[src/hw/rtl/epmt_pkg.sv]
// Shared types, constants and helpers for the encoder multiturn tracker.
// Used by the front stage, the item queue, the back stage and the top level.
package epmt_pkg;

  localparam int WORD_W        = 16;
  localparam int DATA_W        = 14;
  localparam int RES_W         = 15;
  localparam int TOTAL_W       = 31;
  localparam int TOTAL_OUT_W   = 30;
  localparam int TURN_OUT_W    = 16;
  localparam int CFG_DATA_W    = 32;
  localparam int CFG_ADDR_W    = 3;

  localparam int POSITION_BITS_DEF = 14;
  localparam int TURN_BITS_DEF     = 16;
  localparam int FIFO_DEPTH        = 2;

  localparam logic [RES_W-1:0]  RES_RESET = 15'd16384;
  localparam logic [DATA_W-1:0] ODD_MASK  = 14'h2AAA;
  localparam logic [DATA_W-1:0] EVEN_MASK = 14'h1555;

  // Register index, taken from paddr bit 2 (word-aligned registers)
  localparam logic REG_ENABLE     = 1'b0;
  localparam logic REG_RESOLUTION = 1'b1;

  typedef struct packed {
    logic              ok;
    logic [DATA_W-1:0] data;
  } epmt_item_t;

  typedef struct packed {
    logic             enable;
    logic [RES_W-1:0] resolution;
  } epmt_cfg_t;

  // Both check bits are odd parity: check bit is the inverse of the XOR.
  function automatic logic parity_good(input logic [WORD_W-1:0] w);
    logic odd_x;
    logic even_x;
    odd_x  = ^(w[DATA_W-1:0] & ODD_MASK);
    even_x = ^(w[DATA_W-1:0] & EVEN_MASK);
    return (w[15] == ~odd_x) && (w[14] == ~even_x);
  endfunction

endpackage

[src/hw/rtl/epmt_front.sv]
// Front stage: registers each encoder word and classifies it by its check bits.
// Depends on epmt_pkg; feeds the item queue.
module epmt_front (
  input  logic                           clk,
  input  logic                           rst_n,
  input  logic                           in_valid,
  output logic                           in_ready,
  input  logic [epmt_pkg::WORD_W-1:0]    in_raw_word,
  output logic                           push_valid,
  input  logic                           push_ready,
  output epmt_pkg::epmt_item_t           push_item
);
  import epmt_pkg::*;

  logic       valid_r;
  logic       valid_nxt;
  epmt_item_t item_r;

  assign in_ready   = !valid_r || push_ready;
  assign push_valid = valid_r;
  assign push_item  = item_r;

  always_comb begin
    valid_nxt = valid_r;
    if (in_valid && in_ready) begin
      valid_nxt = 1'b1;
    end else if (push_ready) begin
      valid_nxt = 1'b0;
    end
  end

  always_ff @(posedge clk) begin
    if (!rst_n) begin
      valid_r <= 1'b0;
    end else begin
      valid_r <= valid_nxt;
    end
  end

  always_ff @(posedge clk) begin
    if (in_valid && in_ready) begin
      item_r.ok   <= parity_good(in_raw_word);
      item_r.data <= in_raw_word[DATA_W-1:0];
    end
  end

endmodule

[src/hw/rtl/epmt_fifo.sv]
// Short queue between the front and back stages of the tracker.
// Depends on epmt_pkg for the item type and depth.
module epmt_fifo (
  input  logic                  clk,
  input  logic                  rst_n,
  input  logic                  push_valid,
  output logic                  push_ready,
  input  epmt_pkg::epmt_item_t  push_item,
  output logic                  pop_valid,
  input  logic                  pop_ready,
  output epmt_pkg::epmt_item_t  pop_item
);
  import epmt_pkg::*;

  localparam int PTR_W = (FIFO_DEPTH > 1) ? $clog2(FIFO_DEPTH) : 1;
  localparam int CNT_W = $clog2(FIFO_DEPTH + 1);
  localparam logic [PTR_W-1:0] PTR_LAST = PTR_W'(FIFO_DEPTH - 1);

  epmt_item_t       mem_r [FIFO_DEPTH];
  logic [PTR_W-1:0] wr_ptr_r, wr_ptr_nxt;
  logic [PTR_W-1:0] rd_ptr_r, rd_ptr_nxt;
  logic [CNT_W-1:0] count_r, count_nxt;
  logic             do_push;
  logic             do_pop;

  assign push_ready = (count_r != CNT_W'(FIFO_DEPTH));
  assign pop_valid  = (count_r != '0);
  assign pop_item   = mem_r[rd_ptr_r];
  assign do_push    = push_valid && push_ready;
  assign do_pop     = pop_valid && pop_ready;

  always_comb begin
    wr_ptr_nxt = wr_ptr_r;
    rd_ptr_nxt = rd_ptr_r;
    count_nxt  = count_r;
    if (do_push) begin
      wr_ptr_nxt = (wr_ptr_r == PTR_LAST) ? '0 : wr_ptr_r + PTR_W'(1);
    end
    if (do_pop) begin
      rd_ptr_nxt = (rd_ptr_r == PTR_LAST) ? '0 : rd_ptr_r + PTR_W'(1);
    end
    if (do_push && !do_pop) begin
      count_nxt = count_r + CNT_W'(1);
    end else if (do_pop && !do_push) begin
      count_nxt = count_r - CNT_W'(1);
    end
  end

  always_ff @(posedge clk) begin
    if (!rst_n) begin
      wr_ptr_r <= '0;
      rd_ptr_r <= '0;
      count_r  <= '0;
    end else begin
      wr_ptr_r <= wr_ptr_nxt;
      rd_ptr_r <= rd_ptr_nxt;
      count_r  <= count_nxt;
    end
  end

  always_ff @(posedge clk) begin
    if (do_push) begin
      mem_r[wr_ptr_r] <= push_item;
    end
  end

endmodule

[src/hw/rtl/epmt_back.sv]
// Back stages: position and turn update, then turn scaling into the total count.
// Depends on epmt_pkg; drives the result channel through its output register.
module epmt_back #(
  parameter int POSITION_BITS = epmt_pkg::POSITION_BITS_DEF,
  parameter int TURN_BITS     = epmt_pkg::TURN_BITS_DEF
) (
  input  logic                                    clk,
  input  logic                                    rst_n,
  input  epmt_pkg::epmt_cfg_t                     cfg,
  input  logic                                    pop_valid,
  output logic                                    pop_ready,
  input  epmt_pkg::epmt_item_t                    pop_item,
  output logic                                    out_valid,
  input  logic                                    out_ready,
  output logic                                    out_not_ready,
  output logic                                    out_parity_ok,
  output logic [epmt_pkg::DATA_W-1:0]             out_abs_position,
  output logic signed [epmt_pkg::TURN_OUT_W-1:0]  out_turn_count,
  output logic signed [epmt_pkg::TOTAL_OUT_W-1:0] out_total_count
);
  import epmt_pkg::*;

  // tracker state
  logic [POSITION_BITS-1:0]    pos_r, pos_nxt;
  logic signed [TURN_BITS-1:0] turns_r, turns_nxt;
  logic [TOTAL_W-1:0]          total_r, total_nxt;

  // update stage
  logic                        s1_valid_r;
  logic                        s1_en_r;
  logic                        s1_ok_r;
  logic [POSITION_BITS-1:0]    s1_pos_r;
  logic signed [TURN_BITS-1:0] s1_turns_r;

  // output register
  logic                        out_valid_r;
  logic                        out_not_ready_r;
  logic                        out_parity_ok_r;
  logic [DATA_W-1:0]           out_abs_position_r;
  logic [TURN_OUT_W-1:0]       out_turn_count_r;
  logic [TOTAL_OUT_W-1:0]      out_total_count_r;

  logic                        out_adv;
  logic                        s1_load;
  logic                        out_load;
  logic                        take;
  logic [POSITION_BITS-1:0]    pos_new;
  logic [POSITION_BITS-1:0]    diff;
  logic [RES_W+1:0]            thr_x3;
  logic [RES_W-1:0]            thr;
  logic                        fell;
  logic                        turn_hit;
  logic [TOTAL_W-1:0]          turns_wide;
  logic [TOTAL_W-1:0]          scaled;

  assign out_adv   = !out_valid_r || out_ready;
  assign pop_ready = !s1_valid_r || out_adv;
  assign s1_load   = pop_valid && pop_ready;
  assign out_load  = s1_valid_r && out_adv;

  // Position and turn update for the word at the head of the queue
  always_comb begin
    take     = cfg.enable && pop_item.ok;
    pos_new  = take ? pop_item.data[POSITION_BITS-1:0] : pos_r;
    fell     = pos_r > pos_new;
    diff     = fell ? (pos_r - pos_new) : (pos_new - pos_r);
    thr_x3   = {2'b00, cfg.resolution} + {1'b0, cfg.resolution, 1'b0};
    thr      = thr_x3[RES_W+1:2];
    turn_hit = (RES_W'(diff) >= thr) && (pos_r != pos_new);
    pos_nxt   = pos_r;
    turns_nxt = turns_r;
    if (cfg.enable) begin
      pos_nxt = pos_new;
      if (turn_hit) begin
        turns_nxt = fell ? (turns_r + TURN_BITS'(1)) : (turns_r - TURN_BITS'(1));
      end
    end
  end

  // Scale turns by resolution; only the low total bits are kept, so wrap is free
  always_comb begin
    turns_wide = TOTAL_W'(s1_turns_r);
    scaled     = TOTAL_W'(turns_wide * TOTAL_W'(cfg.resolution));
    total_nxt  = s1_en_r ? (scaled + TOTAL_W'(s1_pos_r)) : total_r;
  end

  always_ff @(posedge clk) begin
    if (!rst_n) begin
      pos_r       <= '0;
      turns_r     <= '0;
      total_r     <= '0;
      s1_valid_r  <= 1'b0;
      out_valid_r <= 1'b0;
    end else begin
      if (s1_load) begin
        pos_r   <= pos_nxt;
        turns_r <= turns_nxt;
      end
      if (out_load) begin
        total_r <= total_nxt;
      end
      if (s1_load) begin
        s1_valid_r <= 1'b1;
      end else if (out_adv) begin
        s1_valid_r <= 1'b0;
      end
      if (out_load) begin
        out_valid_r <= 1'b1;
      end else if (out_ready) begin
        out_valid_r <= 1'b0;
      end
    end
  end

  always_ff @(posedge clk) begin
    if (s1_load) begin
      s1_en_r    <= cfg.enable;
      s1_ok_r    <= take;
      s1_pos_r   <= pos_nxt;
      s1_turns_r <= turns_nxt;
    end
    if (out_load) begin
      out_not_ready_r    <= !s1_en_r;
      out_parity_ok_r    <= s1_ok_r;
      out_abs_position_r <= DATA_W'(s1_pos_r);
      out_turn_count_r   <= TURN_OUT_W'(s1_turns_r);
      out_total_count_r  <= total_nxt[TOTAL_OUT_W-1:0];
    end
  end

  assign out_valid        = out_valid_r;
  assign out_not_ready    = out_not_ready_r;
  assign out_parity_ok    = out_parity_ok_r;
  assign out_abs_position = out_abs_position_r;
  assign out_turn_count   = $signed(out_turn_count_r);
  assign out_total_count  = $signed(out_total_count_r);

endmodule

[src/hw/rtl/encoder_parity_multiturn_tracker_core.sv]
// Top level of the encoder multiturn tracker: register port, front stage,
// item queue and back stages. Depends on epmt_pkg, epmt_front, epmt_fifo, epmt_back.
//
// Usage:
//   in_valid/in_ready carry one 16-bit encoder word per transfer; each word
//   yields exactly one result word on out_valid/out_ready (status flags,
//   single-turn position, turn count and total count).
//   Throughput is one word per cycle while out_ready stays high: the front
//   register, the two-entry queue, the update stage and the output register
//   each pass one word a cycle. A taken word passes the front register, the
//   queue, the update stage and then the output register, where out_valid
//   rises. The turn update and the turn scaling multiply sit in separate stages.
//   A stalled receiver holds the output register; the queue and the front
//   register keep absorbing words until they fill, then in_ready drops.
//   Registers (APB, always ready): 0x0 enable (bit 0), 0x4 resolution (14:0).
//   Write them only while no word is in flight. While enable is 0 every word
//   still gets a result with not_ready set and the held state.
//   Reset (rst_n low, synchronous) clears position, turns and total, empties
//   the pipeline, sets enable to 0 and resolution to 16384.
module encoder_parity_multiturn_tracker_core #(
  parameter int POSITION_BITS = epmt_pkg::POSITION_BITS_DEF,
  parameter int TURN_BITS     = epmt_pkg::TURN_BITS_DEF
) (
  input  logic                                    clk,
  input  logic                                    rst_n,
  input  logic                                    in_valid,
  output logic                                    in_ready,
  input  logic [epmt_pkg::WORD_W-1:0]             in_raw_word,
  output logic                                    out_valid,
  input  logic                                    out_ready,
  output logic                                    out_not_ready,
  output logic                                    out_parity_ok,
  output logic [epmt_pkg::DATA_W-1:0]             out_abs_position,
  output logic signed [epmt_pkg::TURN_OUT_W-1:0]  out_turn_count,
  output logic signed [epmt_pkg::TOTAL_OUT_W-1:0] out_total_count,
  input  logic                                    cfg_psel,
  input  logic                                    cfg_penable,
  input  logic                                    cfg_pwrite,
  input  logic [epmt_pkg::CFG_ADDR_W-1:0]         cfg_paddr,
  input  logic [epmt_pkg::CFG_DATA_W-1:0]         cfg_pwdata,
  output logic [epmt_pkg::CFG_DATA_W-1:0]         cfg_prdata,
  output logic                                    cfg_pready
);
  import epmt_pkg::*;

  localparam int INFLIGHT_MAX = FIFO_DEPTH + 3;
  localparam int INFLIGHT_W   = $clog2(INFLIGHT_MAX + 1);

  logic             enable_r, enable_nxt;
  logic [RES_W-1:0] res_r, res_nxt;
  logic             cfg_wr;
  logic             reg_idx;
  epmt_cfg_t        cfg;

  logic       push_valid, push_ready;
  epmt_item_t push_item;
  logic       pop_valid, pop_ready;
  epmt_item_t pop_item;

  logic [INFLIGHT_W-1:0] inflight_r, inflight_nxt;

  assign cfg_pready = 1'b1;
  assign cfg_wr     = cfg_psel && cfg_penable && cfg_pwrite;
  assign reg_idx    = cfg_paddr[2];

  always_comb begin
    enable_nxt = enable_r;
    res_nxt    = res_r;
    if (cfg_wr) begin
      unique case (reg_idx)
        REG_ENABLE:     enable_nxt = cfg_pwdata[0];
        REG_RESOLUTION: res_nxt    = cfg_pwdata[RES_W-1:0];
        default:        ;
      endcase
    end
  end

  always_comb begin
    unique case (reg_idx)
      REG_ENABLE:     cfg_prdata = CFG_DATA_W'(enable_r);
      REG_RESOLUTION: cfg_prdata = CFG_DATA_W'(res_r);
      default:        cfg_prdata = '0;
    endcase
  end

  always_ff @(posedge clk) begin
    if (!rst_n) begin
      enable_r <= 1'b0;
      res_r    <= RES_RESET;
    end else begin
      enable_r <= enable_nxt;
      res_r    <= res_nxt;
    end
  end

  assign cfg.enable     = enable_r;
  assign cfg.resolution = res_r;

  epmt_front u_front (
    .clk         (clk),
    .rst_n       (rst_n),
    .in_valid    (in_valid),
    .in_ready    (in_ready),
    .in_raw_word (in_raw_word),
    .push_valid  (push_valid),
    .push_ready  (push_ready),
    .push_item   (push_item)
  );

  epmt_fifo u_fifo (
    .clk        (clk),
    .rst_n      (rst_n),
    .push_valid (push_valid),
    .push_ready (push_ready),
    .push_item  (push_item),
    .pop_valid  (pop_valid),
    .pop_ready  (pop_ready),
    .pop_item   (pop_item)
  );

  epmt_back #(
    .POSITION_BITS (POSITION_BITS),
    .TURN_BITS     (TURN_BITS)
  ) u_back (
    .clk              (clk),
    .rst_n            (rst_n),
    .cfg              (cfg),
    .pop_valid        (pop_valid),
    .pop_ready        (pop_ready),
    .pop_item         (pop_item),
    .out_valid        (out_valid),
    .out_ready        (out_ready),
    .out_not_ready    (out_not_ready),
    .out_parity_ok    (out_parity_ok),
    .out_abs_position (out_abs_position),
    .out_turn_count   (out_turn_count),
    .out_total_count  (out_total_count)
  );

  // Words taken but not yet delivered
  always_comb begin
    inflight_nxt = inflight_r;
    if ((in_valid && in_ready) && !(out_valid && out_ready)) begin
      inflight_nxt = inflight_r + INFLIGHT_W'(1);
    end else if (!(in_valid && in_ready) && (out_valid && out_ready)) begin
      inflight_nxt = inflight_r - INFLIGHT_W'(1);
    end
  end

  always_ff @(posedge clk) begin
    if (!rst_n) begin
      inflight_r <= '0;
    end else begin
      inflight_r <= inflight_nxt;
    end
  end

  a_no_orphan_result: assert property (@(posedge clk) disable iff (!rst_n)
    out_valid |-> (inflight_r != '0))
    else $error("result presented with no word in flight");

  a_inflight_bound: assert property (@(posedge clk) disable iff (!rst_n)
    inflight_r <= INFLIGHT_W'(INFLIGHT_MAX))
    else $error("more words in flight than pipeline holds");

  a_disabled_no_parity: assert property (@(posedge clk) disable iff (!rst_n)
    (out_valid && out_not_ready) |-> !out_parity_ok)
    else $error("parity_ok reported while disabled");

  a_empty_no_ready_drop: assert property (@(posedge clk) disable iff (!rst_n)
    (inflight_r == '0) |-> in_ready)
    else $error("input stalled with an empty pipeline");

endmodule
[config.mk]
export PLATFORM = sky130hd
export DESIGN_NAME = encoder_parity_multiturn_tracker_core
export DESIGN_NICKNAME = d
export VERILOG_FILES = /design/src/hw/rtl/epmt_pkg.sv /design/src/hw/rtl/epmt_front.sv /design/src/hw/rtl/epmt_fifo.sv /design/src/hw/rtl/epmt_back.sv /design/src/hw/rtl/encoder_parity_multiturn_tracker_core.sv
export SDC_FILE = /design/constraint.sdc
export NUM_CORES = 1
export LEC_CHECK = 0
export BUFFER_PORTS_ARGS = -buffer_cell sky130_fd_sc_hd__buf_2
export CAP_MARGIN = 10
export CORE_MARGIN = 4
export CORE_UTILIZATION = 45
export CTS_CLUSTER_SIZE = 30
export DETAILED_ROUTE_END_ITERATION = 16
export PLACE_DENSITY = 0.76
export SLEW_MARGIN = 20
export SYNTH_ARGS = -nofsm -noshare
export SYNTH_HDL_FRONTEND = slang
export SYNTH_HIERARCHICAL = 1
export SYNTH_SLANG_ARGS = --single-unit
[constraint.sdc]
create_clock -name clk -period 6.3 [get_ports clk]
set_clock_uncertainty 0.1 [all_clocks]
set_input_delay 0.63 -clock clk [delete_from_list [all_inputs] [get_ports clk]]
set_output_delay 0.63 -clock clk [all_outputs]
set_load 0.01 [all_outputs]
==> results.yml, run 1 <==
run_status:
  status: "finished, violations left"
  violations: "negative setup slack"
clock_tree:
  cts_tree: "built"
  clk_latency_ps: 570
  htree_levels: 1
  cts_buffer_depth: 3
  clk_pin_slew_ps: 60
  cts_buffers: 25
  cts_root_buf: "clkbuf_16"
  cts_sinks: 223
floorplanning:
  rows: 79
  core_area_mm2: 0.04656
  start_util: 0.4552
  dieHeight_um: 225
  die_area_mm2: 0.05063
  die_w_um: 225
  boundaryPins: 155
grt:
  grt_pass1_wl_um: 87370
  grt_overflow: 0
  grtUsageTotal: 0.2139
  antenna_found_initial: 1
  grt_max_degree: 61
  grt_pass1_vias: 16960
yosys:
  synth-seq-cells: 223
  synth.most_common_cell: "inv_1"
  yosys_warnings: 6
  synthDistinctLibCells: 75
  ys.flop_type: "edfxtp_1"
  synth.avg_cell_area_um2: 9.815
  synth.cell_area_mm2: 0.02119
  netlist_instances: 2159
  yosysTopAreaCellShare: 0.2371
  synth_edf_count: 139
  synth_top_cell_by_area: "fa_1"
  synthTopCellsByCount: "inv_1 (397), fa_1 (251), nand2_1 (228), ha_1 (156), and2_1 (146)"
  synth_area_leaders: "fa_1 (24%), edfxtp_1 (20%), ha_1 (9.2%)"
  ys_seq_area_frac: 0.2763
  ys_async_sr_fraction: 0
pwr:
  power.leakage_nw: 11.98
  powerDensity_mw_per_mm2: 416.5
  power_mw: 10.56
  vdd_drop_max_uv: 353.8
worst_hold_path:
  whs_path_depth: 1
  min_to: "u_front/push_item[3]"
  hold_start: "in_raw_word[3]"
  hold_class: "in2reg"
flow_run:
  drv_cap: 0
critical_path:
  worst-setup-path-type: "reg2reg"
  critPathMaxFanout: 6
  setup.worst_path.start: "u_back/s1_turns_r[4]"
  r2r_slack_ps: -190
  critPathLaunchType: "flip-flop"
  crit_required_ps: 6500
  cp-end-kind: "flip-flop"
  rr_startpoint: "u_back/s1_turns_r[4]"
  cp.arrival_ps: 6690
  ff2ff_path_depth: 22
  rr_endpoint: "u_back/out_total_count[28]"
timing:
  slew_headroom: 0.3313
  worst_pin_slew_ps: 1003
  hold-worst-slack_ps: 163.1
  setup_tns_ps: -634.3
  timing.final.max_slew_violations: 0
  setup_ws_ps: -187.0
  fin_crit_sh: 1.030
  rsz0062_at_grt: "true"
  final-hold-violation-count: 0
  setup_viol: 9
  max_freq_ghz: 0.1542
  min_period_ps: 6487
detailed_routing:
  vias: 15930
  firstDrtPassIters: 5
  routedWlPerCell_um: 17.59
  drc: 0
  drt_iter0_drc: 1168
  viasPerCell: 5.197
  finalWirelength_um: 53900
  antenna_left: 0
finish:
  layout-drive-gt1-share: 0.2243
  syn2layout_area_growth_pct: 19.61
  fin_cells: 3064
  final_nets: 2903
  num_antenna_cells: 0
placement:
  placed_cells: 2974
  gp_congestion: 0.8776
  pre_cts_ws_ps: -311.7
  dp_hpwl_um: 41700
  io_buffers: 117
repair_timing:
| action | CTS | global route |
|---|---|---|
| setup endpoints to repair | 32 | 61 |
| hold buffers | 0 | 0 |
| gates resized for setup | 75 | 83 |
| gates cloned | 0 | 1 |
| pin swaps | 67 | 45 |
| buffers inserted | 36 | 15 |
| hold endpoints to repair | 0 | 0 |
per-stage QoR:
stage	utilization	cell area, um^2
after floorplan	-	21320
after global placement	0.5044	23480
after detailed placement	0.5049	23500
after CTS	0.5363	24970
after global routing	0.5444	25350
final	0.5444	25350
critical path: stages, from the launching register on:
cell	delay, ps
edfxtp_1	470
buf_6	180
and2_1	160
fa_1	490
inv_1	70
fa_1	530
inv_1	40
ha_1	210
fa_1	490
fa_1	500
inv_1	60
fa_1	540
inv_1	40
ha_1	300
and3_4	200
a221oi_4	260
o221ai_2	130
a311o_1	340
a41oi_2	230
o31ai_2	110
o211a_1	230
or3_1	320
a31o_1	230
power breakdown:
part / internal (mW) / switching [mW] / leakage, nW
clock network: 0.935 / 0.616 / 0.425
logic: 2.95 / 3.77 / 9.54
registers: 2.03 / 0.250 / 2.01
total: 5.92 / 4.64 / 12.0
worst max-delay path by stage:
stage,cells past startpoint,slack (ps),to
6_report,22,-190,u_back/out_total_count[28]
3_3_place_gp,21,-230,u_back/out_total_count[29]
5_1_grt,21,-430,u_back/out_total_count[28]
2_1_floorplan,23,-10,u_back/out_total_count[28]
3_5_place_dp,24,-310,u_back/total_r[29]
4_1_cts,21,-190,u_back/out_total_count[28]
cell type report:
cell class | instances | area [um^2]
Fill cell | 4023 | 21210
Multi-Input combinational cell | 1452 | 13950
Sequential cell | 223 | 5873
Timing Repair Buffer | 337 | 2385
Inverter | 399 | 1501
Tap cell | 607 | 759.5
Clock buffer | 32 | 681.9
Clock inverter | 14 | 195.2
routing by layer:
metal	track usage	part of all wire	vias up
met2	0.3703	0.49	448
met5	0	0.00024	-
li1	-	-	7451
met4	0.07154	0.036	2
met3	0.02449	0.049	103
met1	0.2811	0.42	7921
registers in the layout, indices dropped and copies added (netlist names), 15 cells and up, named ones only:
name                    count
u_back/s1_turns_r          16
u_back/total_r             30
u_front/push_item          15
u_back/out_turn_count      16
u_back/turns_r             16
res_r                      15
u_fifo/mem_r               30
u_back/out_total_count     30
cells in the final DEF (no fill, tap or decap), types with 14 or more instances in the layout:
cell	instances
nand2_1	223
fa_1	246
a211oi_1	20
mux2_2	47
nand3_1	27
a21o_1	37
nor2b_1	14
inv_2	20
buf_2	117
nor3_1	14
xnor2_1	65
edfxtp_1	139
dfxtp_1	76
a21oi_1	75
nor2_1	72
and2_4	14
o21ai_0	40
buf_6	24
and2_1	132
mux2i_1	34
clkbuf_16	26
ha_1	146
xor2_1	22
buf_4	191
conb_1	18
inv_1	377
cell families after synthesis:
| logic type | share of synthesized area |
|---|---|
| AOI/OAI and AO/OA | 0.08556 |
| buffers and inverters | 0.09347 |
| adders and majority gates | 0.3292 |
| muxes | 0.04369 |
| xor gates and xnor gates | 0.03803 |
| and+or+nand+nor | 0.1333 |
| DFF | 0.2763 |
| other | 0.0003544 |
Power figures use the tool's default switching activity.
==> run 2, diff against run 1 <==
PLACE_DENSITY = 0.73   (was 0.76)
RECOVER_POWER = 50   (was default)
clock period = 6.7 ns   (was 6.3 ns; I/O delays follow)
==> run 2 against run 1 <==
Non-clock buffer count is 102 lower. Setup slack better by 350 ps. Sequential power is 6% lower. Maximum frequency is 0.83% lower. First-iteration DRC count is 13% lower. Clock power is 6% lower. Critical path type unchanged. Cell count is 3.3% lower. Design area is 4.7% lower. Count of clock-buffer cells in the layout is 4 lower. Critical path depth is 2 higher. Global-route usage is 0.79 points lower. Highest routed layer is now met4. The run now ends clean.
==> results.yml, run 2 (same netlist as run 1, synthesis figures left out) <==
run_status:
  status: "finished clean"
timing:
  min_period_ps: 6541
  max_freq_ghz: 0.1529
  fin_crit_sh: 0.9763
  setup_viol: 0
  slew_headroom: 0.3423
  final-hold-violation-count: 0
  rsz0062_at_grt: "true"
  timing.final.max_slew_violations: 0
  worst_pin_slew_ps: 986.5
  setup_tns_ps: 0
  setup_ws_ps: 158.6
floorplanning:
  boundaryPins: 155
  dieHeight_um: 225
  core_area_mm2: 0.04656
  die_area_mm2: 0.05063
  rows: 79
  die_w_um: 225
  start_util: 0.4552
pwr:
  pwr-share-seq: 0.230
  switching_share: 0.4449
  combPwrFrac: 0.616
  power_mw: 9.378
  vdd_drop_max_uv: 321.0
  powerDensity_mw_per_mm2: 388.3
  clock_power_share: 0.155
  power.leakage_nw: 11.33
  p_sw_mw: 4.173
  p_int_mw: 5.205
flow_run:
  drv_cap: 0
clock_tree:
  cts_sinks: 223
  clk_pin_slew_ps: 70
  cts_root_buf: "clkbuf_16"
  cts-hold-fix-buffers: 0
  htree_levels: 1
  clk_latency_ps: 560
  cts_buffers: 25
  cts_buffer_depth: 3
  cts_tree: "built"
placement:
  pre_cts_ws_ps: -111.1
  dp_hpwl_um: 40900
  placed_cells: 2901
  io_buffers: 117
  placed_cell_area_mm2: 0.02292
  gp_congestion: 0.9015
finish:
  final_nets: 2801
  num_antenna_cells: 0
  fillerInstances: 4140
  mostFrequentLayoutCells: "inv_1 (390), fa_1 (246), nand2_1 (226), ha_1 (150), edfxtp_1 (139)"
  fin_cells: 2962
  syn2layout_area_growth_pct: 13.99
  layout_commonest_cell: "inv_1"
  regArea_mm2: 0.005868
  multi_input_area_mm2: 0.01365
  layout-drive-gt1-share: 0.1656
  final_area_mm2: 0.02415
critical_path:
  cp.arrival_ps: 6740
  critPathMaxFanout: 10
  worst-setup-path-type: "reg2reg"
  ff2ff_path_depth: 24
  critPathLaunchType: "flip-flop"
  crit_required_ps: 6900
  cp-end-kind: "flip-flop"
detailed_routing:
  viasPerCell: 5.201
  firstDrtPassIters: 6
  antenna_left: 0
  drt_iter0_drc: 1014
  vias: 15410
  drc: 0
  finalWirelength_um: 52140
  routedWlPerCell_um: 17.60
grt:
  antenna_found_initial: 0
  grt_pass1_vias: 16490
  grt_overflow: 0
  grtUsageTotal: 0.2060
  grt_max_degree: 61
  grt_pass1_wl_um: 84810
worst_hold_path:
  whs_path_depth: 1
  hold_class: "in2reg"
[run 2: cell types whose count changed in the layout (fill, tap and decap cells not counted), moves of 6 or more]
| cell | previous run | this run |
|---|---|---|
| inv_2 | 20 | 6 |
| buf_4 | 191 | 99 |
| buf_2 | 117 | 103 |
| and2_4 | 14 | 8 |
| buf_6 | 24 | 12 |
| inv_1 | 377 | 390 |
| and2_1 | 132 | 138 |
| clkbuf_1 | 4 | 20 |
[run 2: final timing paths]
kind | start | endpoint | slack (ps)
worst max-delay path | u_back/s1_turns_r[9] | u_back/out_total_count[29] | 160
worst min-delay path | in_raw_word[5] | u_front/push_item[5] | 240
worst max register to register | u_back/s1_turns_r[9] | u_back/out_total_count[29] | 160
worst min register to register | u_front/push_item[10] | u_fifo/mem_r[1][10] | 350
[run 2: critical path, stage by stage, from the launching register on]
cell and delay [ps]:
edfxtp_1 410, buf_6 170, buf_4 170, and2_1 180, fa_1 520, inv_1 60
fa_1 500, fa_1 530, inv_1 50, fa_1 460, fa_1 500, inv_1 50
fa_1 470, inv_1 60, ha_4 240, a21o_1 160, nand2_1 90, a21boi_2 70
or3_4 400, o221ai_4 230, a21oi_4 100, a221oi_2 280, buf_4 170, mux2i_1 70
a211o_1 240
[run 2: metrics by stage]
step	hold WS, ps	util
2_1_floorplan	300.3	-
3_3_place_gp	324.3	0.4924
3_5_place_dp	331.1	0.4924
4_1_cts	186.5	0.5118
5_1_grt	230.8	0.5188
6_report	244.5	0.5188
[run 2: per-layer routing]
metal	global-route usage	up-vias	wire [um]
li1	-	7256	-
met1	0.2758	7651	22450
met2	0.3596	406	25750
met3	0.02358	93	2606
met4	0.05099	0	1335
met5	0	-	0
[run 2: area by class of cell]
| class | instances | area share |
|---|---|---|
| inverters | 399 | 0.06221 |
| clock buffers | 28 | 0.02766 |
| clock inverters | 18 | 0.008392 |
| repair buffers | 235 | 0.06232 |
| flip-flops and latches | 223 | 0.2429 |
| well taps | 607 | 0.03144 |
| multi-input cells | 1452 | 0.5650 |
[run 2: what timing repair did]
action / in CTS / in global routing
resized for setup: 7 / 72
endpoints found under the setup margin: 5 / 44
setup buffers: 0 / 16
pin swaps: 2 / 48
[run 2: power groups by stage]
stage          sequential, mW  combinational, mW  clock (mW)
3_3_place_gp             2.16               5.41           0
6_report                 2.15               5.78        1.45
3_5_place_dp             2.17               5.54           0
5_1_grt                  2.19               6.47        1.55
4_1_cts                  2.15               5.62        1.49
2_1_floorplan            2.13               3.94           0
==> run 3, diff against run 2 <==
CORE_UTILIZATION = 37   (was 45)
PLACE_DENSITY = 0.64   (was 0.73)
==> run 3 against run 2 <==
Design area increased by 1.6%. Sequential share of layout area decreased by 0.39 points. Clock power about the same. Maximum frequency decreased by 1.3%. Count of clock-buffer cells in the layout increased by 7. Sequential power about the same. Non-clock buffer count increased by 16. Register-to-register slack got worse by 90 ps. Critical path depth decreased by 1.
==> results.yml, run 3 (same netlist as run 1, synthesis figures left out) <==
run_status:
  status: "finished clean"
detailed_routing:
  finalWirelength_um: 53370
  drt_iter0_drc: 772
  antenna_left: 0
  vias: 15260
  viasPerCell: 4.881
  firstDrtPassIters: 5
  routedWlPerCell_um: 17.07
  drc: 0
worst_hold_path:
  hold_class: "in2reg"
critical_path:
  worst-setup-path-type: "reg2reg"
  cp_slowest_stage_delay_ps: 530
  critPathLaunchType: "flip-flop"
  critPathMaxFanout: 4
  crit_required_ps: 6890
  cp_top_family: "adder cells"
  cp.arrival_ps: 6820
  path_buf_inv: 6
  crit_chain: "buf_6, buf_6, and2_4, fa_1, inv_1, fa_1, fa_1, inv_1, fa_1, fa_1, inv_1, fa_1, inv_2, ha_4, a21o_1, a21oi_2, o221ai_2, a311o_1, a41oi_2, o31ai_2, o211a_1, or3_1, a31o_1"
  cpMaxStageDelayCell: "fa_1"
  cpMostUsedCell: "fa_1"
  cp-end-kind: "flip-flop"
floorplanning:
  start_util: 0.3751
  boundaryPins: 155
  core_area_mm2: 0.05650
  dieHeight_um: 247.3
  die_w_um: 247.3
  rows: 87
  die_area_mm2: 0.06116
grt:
  grt_overflow: 0
  grt_pass1_wl_um: 86300
  antenna_found_initial: 0
  grtUsageTotal: 0.1760
  grt_pass1_vias: 16380
  grt_max_degree: 79
clock_tree:
  cts_buffers: 25
  cts_root_buf: "clkbuf_16"
  cts_tree: "built"
  clk_pin_slew_ps: 60
  htree_levels: 1
  clk_latency_ps: 570
  cts_buffer_depth: 3
  cts_sinks: 223
  cts-hold-fix-buffers: 0
pwr:
  power.leakage_nw: 11.44
  powerDensity_mw_per_mm2: 385.3
  vdd_drop_max_uv: 256.2
timing:
  slew_headroom: 0.4111
  setup_viol: 0
  final-hold-violation-count: 0
  min_period_ps: 6626
  rsz0062_at_grt: "true"
  max_freq_ghz: 0.1509
  fin_crit_sh: 0.9890
  worst_pin_slew_ps: 882.3
  setup_ws_ps: 73.52
  timing.final.max_slew_violations: 0
placement:
  pre_cts_ws_ps: -68.26
  dp_hpwl_um: 42340
  gp_congestion: 0.8703
  io_buffers: 117
  placed_cell_area_mm2: 0.02325
finish:
  layout-drive-gt1-share: 0.1713
  final_area_mm2: 0.02454
  layout_commonest_cell: "inv_1"
  mostFrequentLayoutCells: "inv_1 (390), fa_1 (250), nand2_1 (228), ha_1 (148)"
  syn2layout_area_growth_pct: 15.82
  final_nets: 2817
flow_run:
  drv_cap: 0
## run 3: changes by cell type in the layout (fill, tap and decap cells not counted), moves of 3 or more
cell        before  now
buf_6           12    9
clkbuf_8         1    4
buf_4           99  119
clkinv_1         4    1
a21boi_1         5    1
fa_1           246  250
a21boi_0        14   18
fa_2             5    1
clkinvlp_4       3    0
## run 3: final timing paths
| kind | start | to | slack (ps) | cells past startpoint |
|---|---|---|---|---|
| setup / recovery | u_back/s1_turns_r[7] | u_back/out_total_count[28] | 70 | 23 |
| hold / removal | in_raw_word[1] | u_front/push_item[1] | 230 | 1 |
| setup reg to reg | u_back/s1_turns_r[7] | u_back/out_total_count[28] | 70 | 23 |
| hold reg to reg | u_front/push_item[11] | u_fifo/mem_r[1][11] | 340 | 0 |
## run 3: per-layer routing
| layer | routed length [um] | track usage | vias up |
|---|---|---|---|
| li1 | - | - | 7263 |
| met3 | 2863 | 0.02299 | 58 |
| met1 | 23730 | 0.2396 | 7575 |
| met5 | 0 | 0 | - |
| met4 | 1366 | 0.04214 | 0 |
| met2 | 25410 | 0.2996 | 367 |
## run 3: per-stage QoR
| stage | hold slack, ps | setup TNS, ps | util | instances | total power [mW] |
|---|---|---|---|---|---|
| detailed placement | 332.5 | -222.4 | 0.4115 | 3068 | 7.765 |
| global placement | 326.7 | -97.55 | 0.4115 | 3068 | 7.643 |
| CTS | 172.4 | 0 | 0.4278 | 3113 | 9.330 |
| global route | 221.0 | -546.6 | 0.4344 | 3126 | 10.33 |
| floorplan | 300.3 | 0 | - | 2175 | 6.074 |
| finish | 228.1 | 0 | 0.4344 | 3127 | 9.457 |
## run 3: layout make-up
cell class,instances,area (um^2)
timing repair buffer,251,1642
inverter,399,1499
multi-input combinational,1452,13710
clock inverter,10,155.1
tap,756,945.9
antenna,1,2.502
sequential,223,5868
fill,5456,31950
clock buffer,35,724.4
## run 3: repair_timing
action | CTS | global route
buffers inserted | 0 | 12
pin swaps | 3 | 40
gates resized for setup | 10 | 66
setup endpoints to repair | 9 | 43
## run 3: power breakdown
part           internal (mW)  total, mW  switching [mW]
sequential              1.91       2.16           0.250
combinational           2.50       5.84            3.34
clock                  0.878       1.46           0.585
